### src/rtl/pcmiec_pkg.sv
// Package for the PCM to IEC958 sample formatter.
// Holds format codes, register indexes, widths and the configuration struct.
// No dependencies; every RTL file of the block imports it.
`default_nettype none

package pcmiec_pkg;

   // Frame counter and channel status sizes
   localparam int FRAMES_PER_BLOCK = 192;
   localparam int STATUS_BITS      = 40;
   localparam int POS_W            = 8;
   localparam int STATUS_IDX_W     = $clog2(STATUS_BITS);

   // Field and register widths
   localparam int SAMPLE_W   = 32;
   localparam int FMT_W      = 2;
   localparam int SCALE_W    = 31;
   localparam int CSR_DATA_W = 40;
   localparam int CSR_IDX_W  = 3;

   // Input format codes
   localparam logic [FMT_W-1:0] IN_U8     = 2'd0;
   localparam logic [FMT_W-1:0] IN_S16    = 2'd1;
   localparam logic [FMT_W-1:0] IN_S24    = 2'd2;
   localparam logic [FMT_W-1:0] IN_S24_32 = 2'd3;

   // Output format codes
   localparam logic [FMT_W-1:0] OUT_S16    = 2'd0;
   localparam logic [FMT_W-1:0] OUT_S24_32 = 2'd1;
   localparam logic [FMT_W-1:0] OUT_UNS    = 2'd2;
   localparam logic [FMT_W-1:0] OUT_IEC    = 2'd3;

   // Register indexes
   localparam logic [CSR_IDX_W-1:0] REG_INPUT_FORMAT  = 3'd0;
   localparam logic [CSR_IDX_W-1:0] REG_OUTPUT_FORMAT = 3'd1;
   localparam logic [CSR_IDX_W-1:0] REG_MONO_INPUT    = 3'd2;
   localparam logic [CSR_IDX_W-1:0] REG_SWAP_SLOTS    = 3'd3;
   localparam logic [CSR_IDX_W-1:0] REG_FULL_SCALE    = 3'd4;
   localparam logic [CSR_IDX_W-1:0] REG_STATUS_BITS   = 3'd5;

   // Reset values
   localparam logic [SCALE_W-1:0] FULL_SCALE_RST = 31'h7FFF_FFFF;

   // Configuration as seen by the datapath
   typedef struct packed {
      logic [FMT_W-1:0]       input_format;
      logic [FMT_W-1:0]       output_format;
      logic                   mono_input;
      logic                   swap_slots;
      logic [SCALE_W-1:0]     unsigned_full_scale;
      logic [STATUS_BITS-1:0] channel_status_bits;
   } cfg_type;

endpackage

`default_nettype wire

### src/rtl/pcm_to_iec958_sample_formatter_top.sv
// Top level of the PCM to IEC958 sample formatter.
// Uses pcmiec_pkg, pcmiec_csr (registers) and pcmiec_conv (two converters).
//
//   channel | ports                                   | direction
//   --------+-----------------------------------------+----------
//   req     | req_valid, req_stall, req_first_sample, | in
//           | req_second_sample                       |
//   rsp     | rsp_valid, rsp_stall, rsp_subframe_word,| out
//           | rsp_block_start, rsp_slot, rsp_last     |
//   csr     | csr_write, csr_index, csr_data          | in
//
// Each item passes an input register, then both subframes are formed
// combinationally into a result register pair, which is delivered slot 0 then
// slot 1; the pair frees only after slot 1 is taken. Reset (synchronous)
// clears valids and the frame counter and loads the configuration defaults.
// Stall on rsp holds the result pair; the input register takes one more item
// while the pair waits.
`default_nettype none

module pcm_to_iec958_sample_formatter_top
   import pcmiec_pkg::*;
(
   input  wire logic                  clock,
   input  wire logic                  reset,
   input  wire logic                  req_valid,
   output logic                       req_stall,
   input  wire logic [SAMPLE_W-1:0]   req_first_sample,
   input  wire logic [SAMPLE_W-1:0]   req_second_sample,
   output logic                       rsp_valid,
   input  wire logic                  rsp_stall,
   output logic      [SAMPLE_W-1:0]   rsp_subframe_word,
   output logic                       rsp_block_start,
   output logic                       rsp_slot,
   output logic                       rsp_last,
   input  wire logic                  csr_write,
   input  wire logic [CSR_IDX_W-1:0]  csr_index,
   input  wire logic [CSR_DATA_W-1:0] csr_data
);

   cfg_type cfg;

   logic                in_valid_ff;
   logic [SAMPLE_W-1:0] in_first_ff;
   logic [SAMPLE_W-1:0] in_second_ff;
   logic                in_status_ff;
   logic                in_bstart_ff;
   logic [POS_W-1:0]    pos_ff;
   logic [POS_W-1:0]    pos_in;

   logic                out_valid_ff;
   logic                out_phase_ff;
   logic [SAMPLE_W-1:0] out_word0_ff;
   logic [SAMPLE_W-1:0] out_word1_ff;
   logic                out_bstart_ff;

   logic                iec;
   logic                status;
   logic                req_take;
   logic                rsp_take;
   logic                out_free;
   logic                move;
   logic [SAMPLE_W-1:0] word_a;
   logic [SAMPLE_W-1:0] word_b_raw;
   logic [SAMPLE_W-1:0] word_b;

   pcmiec_csr u_csr (
      .clock     (clock),
      .reset     (reset),
      .csr_write (csr_write),
      .csr_index (csr_index),
      .csr_data  (csr_data),
      .cfg       (cfg)
   );

   // Handshake: the result pair frees after slot 1 is taken
   assign rsp_take  = rsp_valid && !rsp_stall;
   assign out_free  = !out_valid_ff || (rsp_take && out_phase_ff);
   assign move      = in_valid_ff && out_free;
   assign req_stall = in_valid_ff && !out_free;
   assign req_take  = req_valid && !req_stall;

   // Frame counter and status bit pick, IEC958 mode only
   assign iec    = (cfg.output_format == OUT_IEC);
   assign status = iec && (pos_ff < POS_W'(STATUS_BITS))
                   && cfg.channel_status_bits[pos_ff[STATUS_IDX_W-1:0]];

   always_comb begin
      pos_in = pos_ff;
      if (req_take && iec) begin
         if (pos_ff == POS_W'(FRAMES_PER_BLOCK - 1)) begin
            pos_in = '0;
         end else begin
            pos_in = pos_ff + 1'b1;
         end
      end
   end

   // Input register
   always_ff @(posedge clock) begin
      if (reset) begin
         in_valid_ff <= 1'b0;
         pos_ff      <= '0;
      end else begin
         pos_ff <= pos_in;
         if (req_take) begin
            in_valid_ff <= 1'b1;
         end else if (move) begin
            in_valid_ff <= 1'b0;
         end
      end
   end

   always_ff @(posedge clock) begin
      if (req_take) begin
         in_first_ff  <= req_first_sample;
         in_second_ff <= req_second_sample;
         in_status_ff <= status;
         in_bstart_ff <= iec && (pos_ff == '0);
      end
   end

   // Conversion of both samples
   pcmiec_conv u_conv_a (
      .raw           (in_first_ff),
      .input_format  (cfg.input_format),
      .output_format (cfg.output_format),
      .full_scale    (cfg.unsigned_full_scale),
      .status        (in_status_ff),
      .word          (word_a)
   );

   pcmiec_conv u_conv_b (
      .raw           (in_second_ff),
      .input_format  (cfg.input_format),
      .output_format (cfg.output_format),
      .full_scale    (cfg.unsigned_full_scale),
      .status        (in_status_ff),
      .word          (word_b_raw)
   );

   assign word_b = cfg.mono_input ? word_a : word_b_raw;

   // Result register pair with slot phase
   always_ff @(posedge clock) begin
      if (reset) begin
         out_valid_ff <= 1'b0;
         out_phase_ff <= 1'b0;
      end else begin
         if (move) begin
            out_valid_ff <= 1'b1;
            out_phase_ff <= 1'b0;
         end else if (rsp_take) begin
            if (out_phase_ff) begin
               out_valid_ff <= 1'b0;
               out_phase_ff <= 1'b0;
            end else begin
               out_phase_ff <= 1'b1;
            end
         end
      end
   end

   always_ff @(posedge clock) begin
      if (move) begin
         out_word0_ff  <= cfg.swap_slots ? word_b : word_a;
         out_word1_ff  <= cfg.swap_slots ? word_a : word_b;
         out_bstart_ff <= in_bstart_ff;
      end
   end

   assign rsp_valid         = out_valid_ff;
   assign rsp_subframe_word = out_phase_ff ? out_word1_ff : out_word0_ff;
   assign rsp_block_start   = out_bstart_ff;
   assign rsp_slot          = out_phase_ff;
   assign rsp_last          = out_phase_ff;

endmodule

`default_nettype wire

### src/rtl/pcmiec_csr.sv
// Configuration registers of the PCM to IEC958 formatter.
// Depends on pcmiec_pkg for register indexes, reset values and cfg_type.
`default_nettype none

module pcmiec_csr
   import pcmiec_pkg::*;
(
   input  wire logic                  clock,
   input  wire logic                  reset,
   input  wire logic                  csr_write,
   input  wire logic [CSR_IDX_W-1:0]  csr_index,
   input  wire logic [CSR_DATA_W-1:0] csr_data,
   output cfg_type                    cfg
);

   cfg_type cfg_ff;
   cfg_type cfg_in;

   // Register write decode; unknown indexes are dropped
   always_comb begin
      cfg_in = cfg_ff;
      if (csr_write) begin
         case (csr_index)
            REG_INPUT_FORMAT:  cfg_in.input_format  = csr_data[FMT_W-1:0];
            REG_OUTPUT_FORMAT: cfg_in.output_format = csr_data[FMT_W-1:0];
            REG_MONO_INPUT:    cfg_in.mono_input    = csr_data[0];
            REG_SWAP_SLOTS:    cfg_in.swap_slots    = csr_data[0];
            REG_FULL_SCALE:    cfg_in.unsigned_full_scale = csr_data[SCALE_W-1:0];
            REG_STATUS_BITS:   cfg_in.channel_status_bits = csr_data[STATUS_BITS-1:0];
            default: ;
         endcase
      end
   end

   always_ff @(posedge clock) begin
      if (reset) begin
         cfg_ff.input_format        <= IN_S16;
         cfg_ff.output_format       <= OUT_S16;
         cfg_ff.mono_input          <= 1'b0;
         cfg_ff.swap_slots          <= 1'b0;
         cfg_ff.unsigned_full_scale <= FULL_SCALE_RST;
         cfg_ff.channel_status_bits <= '0;
      end else begin
         cfg_ff <= cfg_in;
      end
   end

   assign cfg = cfg_ff;

endmodule

`default_nettype wire

### src/rtl/pcmiec_conv.sv
// Sample converter: widens one raw sample to 32-bit signed and narrows it
// to the hardware word format. Pure logic. Depends on pcmiec_pkg.
`default_nettype none

module pcmiec_conv
   import pcmiec_pkg::*;
(
   input  wire logic [SAMPLE_W-1:0] raw,
   input  wire logic [FMT_W-1:0]    input_format,
   input  wire logic [FMT_W-1:0]    output_format,
   input  wire logic [SCALE_W-1:0]  full_scale,
   input  wire logic                status,
   output logic      [SAMPLE_W-1:0] word
);

   logic [SAMPLE_W-1:0]         wide;
   logic [SAMPLE_W-1:0]         offset;
   logic [SAMPLE_W+SCALE_W-1:0] product;
   logic [SAMPLE_W-1:0]         iec;

   // Widen: unsigned 8 is recentered by flipping its top bit
   always_comb begin
      case (input_format)
         IN_U8:   wide = {raw[7] ^ 1'b1, raw[6:0], 24'd0};
         IN_S16:  wide = {raw[15:0], 16'd0};
         default: wide = {raw[23:0], 8'd0};
      endcase
   end

   // Unsigned scaling: (wide + 2^31) * full_scale, top 31 bits of 63
   assign offset  = {~wide[31], wide[30:0]};
   assign product = offset * full_scale;

   // IEC958 subframe: sample in 27:4, status in 30, even parity in 31
   always_comb begin
      iec        = '0;
      iec[27:4]  = wide[31:8];
      iec[30]    = status;
      iec[31]    = ^iec[30:0];
   end

   always_comb begin
      case (output_format)
         OUT_S16:    word = {16'd0, wide[31:16]};
         OUT_S24_32: word = {{8{wide[31]}}, wide[31:8]};
         OUT_UNS:    word = {1'b0, product[SAMPLE_W+SCALE_W-1:SAMPLE_W]};
         default:    word = iec;
      endcase
   end

endmodule

`default_nettype wire
### config.mk
export PLATFORM = sky130hd
export DESIGN_NAME = pcm_to_iec958_sample_formatter_top
export DESIGN_NICKNAME = d
export VERILOG_FILES = /design/src/rtl/pcmiec_pkg.sv /design/src/rtl/pcm_to_iec958_sample_formatter_top.sv /design/src/rtl/pcmiec_csr.sv /design/src/rtl/pcmiec_conv.sv
export SDC_FILE = /design/constraint.sdc
export NUM_CORES = 2
export LEC_CHECK = 0
export BUFFER_PORTS_ARGS = -buffer_cell sky130_fd_sc_hd__buf_2
export CAP_MARGIN = 25
export CORE_MARGIN = 2
export CORE_UTILIZATION = 60
export DETAILED_ROUTE_END_ITERATION = 8
export PLACE_DENSITY = 0.87
export SYNTH_ARGS = -nofsm -noshare
export SYNTH_HDL_FRONTEND = slang
export SYNTH_SLANG_ARGS = --single-unit
### constraint.sdc
create_clock -name clock -period 8.9 [get_ports clock]
set_clock_uncertainty 0.2 [all_clocks]
set_input_delay 1.78 -clock clock [delete_from_list [all_inputs] [get_ports clock]]
set_output_delay 1.78 -clock clock [all_outputs]
set_load 0.05 [all_outputs]
== Word-level counts from Yosys, hierarchy flattened ==
Cells that the tools add are included.

* Register bits: 203
* Output and inout port bits: 37
* Input port bits: 112
* Latch bits: 0
* Word-level logic and storage cells: 84
* Memory bits (writable): 0
* Memories: 0
* ROM bits: 0

* Shift-type cells: 0
* Divide/modulo/power cells: 0
* Reduce and logical (&&, ||, !) cells: 31
* Multipliers: 2
* Equal/unequal tests: 10
* Multiplexer cells: 17
* $lt $le $gt $ge: 2
* Add/subtract/negate cells: 1
* Bitwise gates (word level): 4

{| class="wikitable"
|+ Operators with widths
! cell !! number
|-
| $pmux W32 S3 || 2
|-
| $mux W32 || 4
|-
| $pmux W32 S2 || 2
|-
| $mul A32 B31 Y63 || 2
|-
| $reduce_xor A31 Y1 || 2
|-
| $reduce_and A2 Y1 || 7
|-
| $logic_and A1 B1 Y1 || 9
|-
| $add A8 B1 Y8 const B || 1
|-
| $eq A8 B8 Y1 const B || 1
|-
| $logic_not A8 Y1 || 1
|-
| $lt A8 B6 Y1 const B || 1
|-
| $mux W8 || 1
|-
| $lt A6 B7 Y1 const B || 1
|-
| $mux W1 || 7
|-
| $bmux W1 S6 || 1
|-
| $eq A3 B2 Y1 const B || 2
|-
| $eq A3 B3 Y1 const B || 2
|-
| $reduce_bool A2 Y1 || 3
|-
| $eq A2 B1 Y1 const B || 2
|-
| $eq A2 B2 Y1 const B || 2
|-
| $logic_not A1 Y1 || 4
|-
| $logic_not A2 Y1 || 2
|-
| $not A1 Y1 || 4
|-
| $eq A3 B1 Y1 const B || 1
|-
| other kinds (3) || 3
|}

== Longest topological paths before layout ==
* Depth after elaboration: 9
* Gate-level depth with buffers: 34
* Depth with buffers taken out: 28

== Cells and area by module ==
A second synthesis with hierarchy kept.

* Cell total of the unflattened synthesis: 6317
* Area total of the unflattened synthesis: 59786.1 um^2

{| class="wikitable"
|+ Modules (own cells, without submodules)
! module !! times used !! seq. area each (um^2) !! cells an instance !! area each (um^2)
|-
| pcmiec_conv (u_conv_a) || 1 || 0.0 || 2830 || 25311.8
|-
| pcmiec_conv (u_conv_b) || 1 || 0.0 || 2809 || 25102.8
|-
| pcm_to_iec958_sample_formatter_top || 1 || 4154.0 || 345 || 6030.8
|-
| pcmiec_csr || 1 || 1541.5 || 333 || 3340.7
|}

== Least setup slack after synthesis ==
OpenSTA, ideal clock, no wires.

* Path kind: reg2reg
* Start: register, netlist name u_csr.cfg[76]
* End: register out_word0_ff[22] (data pin)
* Required time: 8.436 ns
* Arrival time: 8.431 ns
* Clock period less this slack: 8.895 ns
* Cell stages (with the launch flop): 34
* Setup slack: 0.005 ns
* Library setup time: 0.264 ns
* Buffers on the path: 7
* Path through: dfxtp_1 buf_4 buf_2 clkbuf_1 clkbuf_1 clkbuf_1 and2_1 clkbuf_1 clkbuf_1 nand2_1 fa_1 inv_1 fa_1 inv_1 fa_1 fa_1 inv_1 fa_1 fa_1 fa_1 inv_1 fa_1 inv_1 ha_1 nand2_1 or4_1 nor3_1 and4b_1 nor2_1 o311ai_2 xnor2_1 nor2_1 a221o_1 a2bb2oi_1

* Cells in the longest elaborated chain, start to end: 7
* Elaborated cells between the ends (all ways): 12
* Those cells by class: mul (2); eq/ne (1); mux (6); bitwise (2); reduce/logical (1)

{| class="wikitable"
|+ RTL lines
! item !! line !! source
|-
| $eq A2 B1 Y1 / $logic_not A2 Y1 (equally long branches) || pcmiec_conv.sv:23 || <nowiki>case (input_format)</nowiki>
|-
| $pmux W32 S2 || pcmiec_conv.sv:23 ||
|-
| $not A1 Y1 || pcmiec_conv.sv:31 || <nowiki>assign offset = {~wide[31], wide[30:0]};</nowiki>
|-
| $mul A32 B31 Y63 || pcmiec_conv.sv:32 || <nowiki>assign product = offset * full_scale;</nowiki>
|-
| $pmux W32 S3 || pcmiec_conv.sv:43 || <nowiki>case (output_format)</nowiki>
|-
| $mux W32 || pcm_to_iec958_sample_formatter_top.sv:141 || <nowiki>assign word_b = cfg.mono_input ? word_a : word_b_raw;</nowiki>
|-
| $mux W32 (*) || pcm_to_iec958_sample_formatter_top.sv:165 || <nowiki>out_word0_ff <= cfg.swap_slots ? word_b : word_a;</nowiki>
|-
| to (signal assigned) || pcm_to_iec958_sample_formatter_top.sv:165 ||
|-
| to (decl) || pcm_to_iec958_sample_formatter_top.sv:52 || <nowiki>logic [SAMPLE_W-1:0] out_word0_ff;</nowiki>
|}

Mark *: on every way between the ends. The rest lies on a longest branch, timed or not.
A chain may end at the register's enable or synchronous reset.

== Final worst setup path ==
* Start: register in_first_ff[11]
* End: register out_word1_ff[16] (data pin)

* Cells in the longest elaborated chain, start to end: 5

{| class="wikitable"
|+ RTL lines
! item !! line !! source
|-
| from (decl) || pcm_to_iec958_sample_formatter_top.sv:43 || <nowiki>logic [SAMPLE_W-1:0] in_first_ff;</nowiki>
|-
| from (signal assigned) || pcm_to_iec958_sample_formatter_top.sv:115 || <nowiki>in_first_ff <= req_first_sample;</nowiki>
|-
| $pmux W32 S2 (*) || pcmiec_conv.sv:23 ||
|-
| $mul A32 B31 Y63 (*) || pcmiec_conv.sv:32 ||
|-
| $pmux W32 S3 (*) || pcmiec_conv.sv:43 ||
|-
| $mux W32 || pcm_to_iec958_sample_formatter_top.sv:141 ||
|-
| $mux W32 (*) || pcm_to_iec958_sample_formatter_top.sv:166 || <nowiki>out_word1_ff <= cfg.swap_slots ? word_a : word_b;</nowiki>
|-
| to (signal assigned) || pcm_to_iec958_sample_formatter_top.sv:166 ||
|-
| to (decl) || pcm_to_iec958_sample_formatter_top.sv:53 || <nowiki>logic [SAMPLE_W-1:0] out_word1_ff;</nowiki>
|}

Marked as above.

==> results by group <==
CTS
  – Cts hold-fix bufs: 0
  – Clk root buf: clkbuf_16
  – CTS tree: yes
  – Worst skew pair latency: 0.61 ns
  – Num CTS Buffers: 23
  – Reg clk slew, reported paths: 0.06 ns
  – Bufs on Longest Clock Path: 3
  – H-tree depth: 1
  – Num Clock Sinks: 203

Worst setup path
  – Worst setup SP type: flip-flop
  – CP peak stage delay: 0.60 ns
  – CP Class: flip-flop to flip-flop
  – Critical Path AT: 9.02 ns
  – FF-to-FF End: out_word1_ff[16]$_DFFE_PP_
  – Top fanout value on the critical path: 7
  – Worst R2R Setup Slack: 0.003 ns
  – Reg2reg start: in_first_ff[11]$_DFFE_PP_
  – Crit-path slowest cell: edfxtp_1
  – Most used cell, CP: fa_1
  – Critical path required time: 9.03 ns
  – Crit end category: flip-flop
  – Critical Path End: out_word1_ff[16]$_DFFE_PP_
  – Worst Setup SP: in_first_ff[11]$_DFFE_PP_
  – Worst reg2reg path depth: 26

Cells and area
  – Multi-input gate area: 48200 um^2
  – Layout cell share with drive strength beyond 1: 0.0985
  – Nets: 8329
  – Design Area, Final: 63900 um^2
  – Filler cell count: 7239
  – P&R area growth vs syn: 7.92%
  – FF/Latch Area: 5250 um^2

Hold path
  – Worst Hold Class: flip-flop to flip-flop

Detailed routing
  – DRT antenna net count: 0
  – Drc violations: 0
  – TritonRoute pass-1 iters: 8
  – Initial DRC Count: 5684
  – DR vias: 47900
  – Vias per inst: 6.16
  – Routed WL: 180 mm
  – Routed len/inst: 23.2 um

Floorplan
  – CORE AREA: 98100 um^2
  – Initial Utilization: 0.603
  – DIE WIDTH: 318 um
  – Cell Rows: 115
  – Die area: 101000 um^2
  – I/O Pins: 149
  – Die height: 318 um

Placement
  – Detailed placer's ending HPWL: 140 mm
  – Port bufs: 132
  – RePlAce Congestion: 1.02
  – Setup WS pre-CTS: -0.216 ns
  – DP Area: 62400 um^2

Timing
  – Endpoints failing hold: 0
  – Worst Hold Margin: 0.255 ns
  – Final worst setup slack: 0.00311 ns
  – RSZ-0062 raised after global routing: yes
  – Setup violations, final: 0
  – Fin crit share: 1.00
  – TNS Setup: 0 ns
  – Worst relative slew slack: 0.235
  – Max frequency: 0.112 GHz
  – Fin crit period: 8.90 ns
  – Final Max Slew Viols: 0
  – Worst-margin pin slew: 1.15 ns

Yosys
  – Mapped Cells: 6448
  – Post-synth top flop: edfxtp_1
  – Fraction of registers with async set/reset: 0
  – Post-synth top area cell: fa_1
  – Simple-gate portion of the synthesized area: 0.176
  – Synth warnings: 0
  – Mapped cell area: 59200 um^2
  – Compound-cell area share of the yosys netlist: 0.0572
  – Adder-cell area share of the yosys netlist: 0.532
  – Synth top area cells: fa_1, ha_1, inv_1
  – Post-synth top cells: fa_1, inv_1, nand2_1
  – Xor/xnor share of the synthesized area: 0.0173
  – Unique masters post-synth: 84
  – Syn Nets: 8318
  – Register area share after synthesis: 0.0881
  – Synth top area share: 0.428
  – Count leader, synth: fa_1
  – EDFF count, synth: 115
  – Synth Register Bits: 203
  – Mux contribution to synthesized area: 0.0243
  – Average cell area after synthesis: 9.18 um^2
  – Largest family of logic cells by synthesized area: adder cells

GRT
  – GRT Total Usage: 0.358
  – GR Overflow Total: 0
  – Global-route wire length before repair: 281 mm
  – Vias in the first global route: 51500
  – Initial antenna violation count: 12
  – Largest net degree at the start of global routing: 85

Flow run
  – Number of max-cap violations: 0

Outcome
  – Status: complete, no violations
[worst min path at each step]
stage | start | to | slack (ns) | depth (start not counted)
6_report | u_csr.cfg[12]$_SDFFE_PP0P_ | u_csr.cfg[12]$_SDFFE_PP0P_ | 0.26 | 2
5_1_grt | in_bstart_ff$_DFFE_PP_ | rsp_block_start$_DFFE_PP_ | 0.27 | 0
4_1_cts | u_csr.cfg[33]$_SDFFE_PP0P_ | u_csr.cfg[33]$_SDFFE_PP0P_ | 0.26 | 2
3_5_place_dp | in_bstart_ff$_DFFE_PP_ | rsp_block_start$_DFFE_PP_ | 0.22 | 0
3_3_place_gp | in_bstart_ff$_DFFE_PP_ | rsp_block_start$_DFFE_PP_ | 0.21 | 0
2_1_floorplan | in_bstart_ff$_DFFE_PP_ | rsp_block_start$_DFFE_PP_ | 0.20 | 0
[stage by stage]
step	util	instances
after floorplan	-	6448
after global placement	0.636	7702
after detailed placement	0.636	7703
after CTS	0.644	7745
after global routing	0.651	7763
final	0.651	7771
[what timing repair did]
action                     in CTS  in global routing
buffers inserted                0                 11
gates resized for setup         7                 96
cloned                          0                  5
setup endpoints to repair      42                 54
pin swaps                       0                 15
[final cells by class]
class | instances | area share
multi-input cells | 4592 | 0.754
diodes | 8 | 0.000313
inverters | 1211 | 0.0711
well taps | 1287 | 0.0252
repair buffers | 428 | 0.0557
clock inverters | 17 | 0.00241
clock buffers | 25 | 0.00912
flip-flops and latches | 203 | 0.0821
[critical path, delay by kind of cell (launching register included)]
kind	cells	cell delay, ns
AOI/OAI and AO/OA	8	1.54
xor gates and xnor gates	1	0.34
adders and majority gates	9	4.26
buffers and inverters	4	0.42
DFF	1	0.60
muxes	2	0.88
and+or+nand+nor	2	0.39
[layout by cell type (no fill, tap or decap), types with 91 or more instances in the layout]
cell	instances
buf_2	132
fa_1	1265
nor2_1	91
a21oi_1	170
ha_1	486
inv_1	1209
and3_1	309
and2_1	526
nand2_1	976
edfxtp_1	115
buf_4	235
[sequential cells by signal, summed over array words and instances, names as in the netlist]
signal           count
rsp_valid            1
u_csr.cfg           77
in_status_ff         1
pos_ff               8
in_bstart_ff         1
out_word1_ff        32
in_second_ff        24
out_word0_ff        32
rsp_last             1
rsp_block_start      1
in_first_ff         24
in_valid_ff          1
[metal layers]
layer,track usage,part of all wire,vias up
met5,0,0.00054,-
met3,0.123,0.15,808
li1,-,-,19900
met4,0.208,0.070,16
met1,0.447,0.34,23900
met2,0.545,0.44,3333
[kinds of logic (layout without fill, tap and decap cells)]
| kind of cell | after synthesis | after routing |
|---|---|---|
| compound gates | 526 | 527 |
| xor+xnor | 114 | 114 |
| fa+ha+maj | 1758 | 1758 |
| buf+inv | 1654 | 1681 |
| flops | 203 | 203 |
| mux | 110 | 110 |
| other cells | 0 | 8 |
| simple gates | 2083 | 2083 |
Power is left out: the tool's default activity adds up to more than one toggle a clock period on the data nets, which glitch-free logic cannot reach.
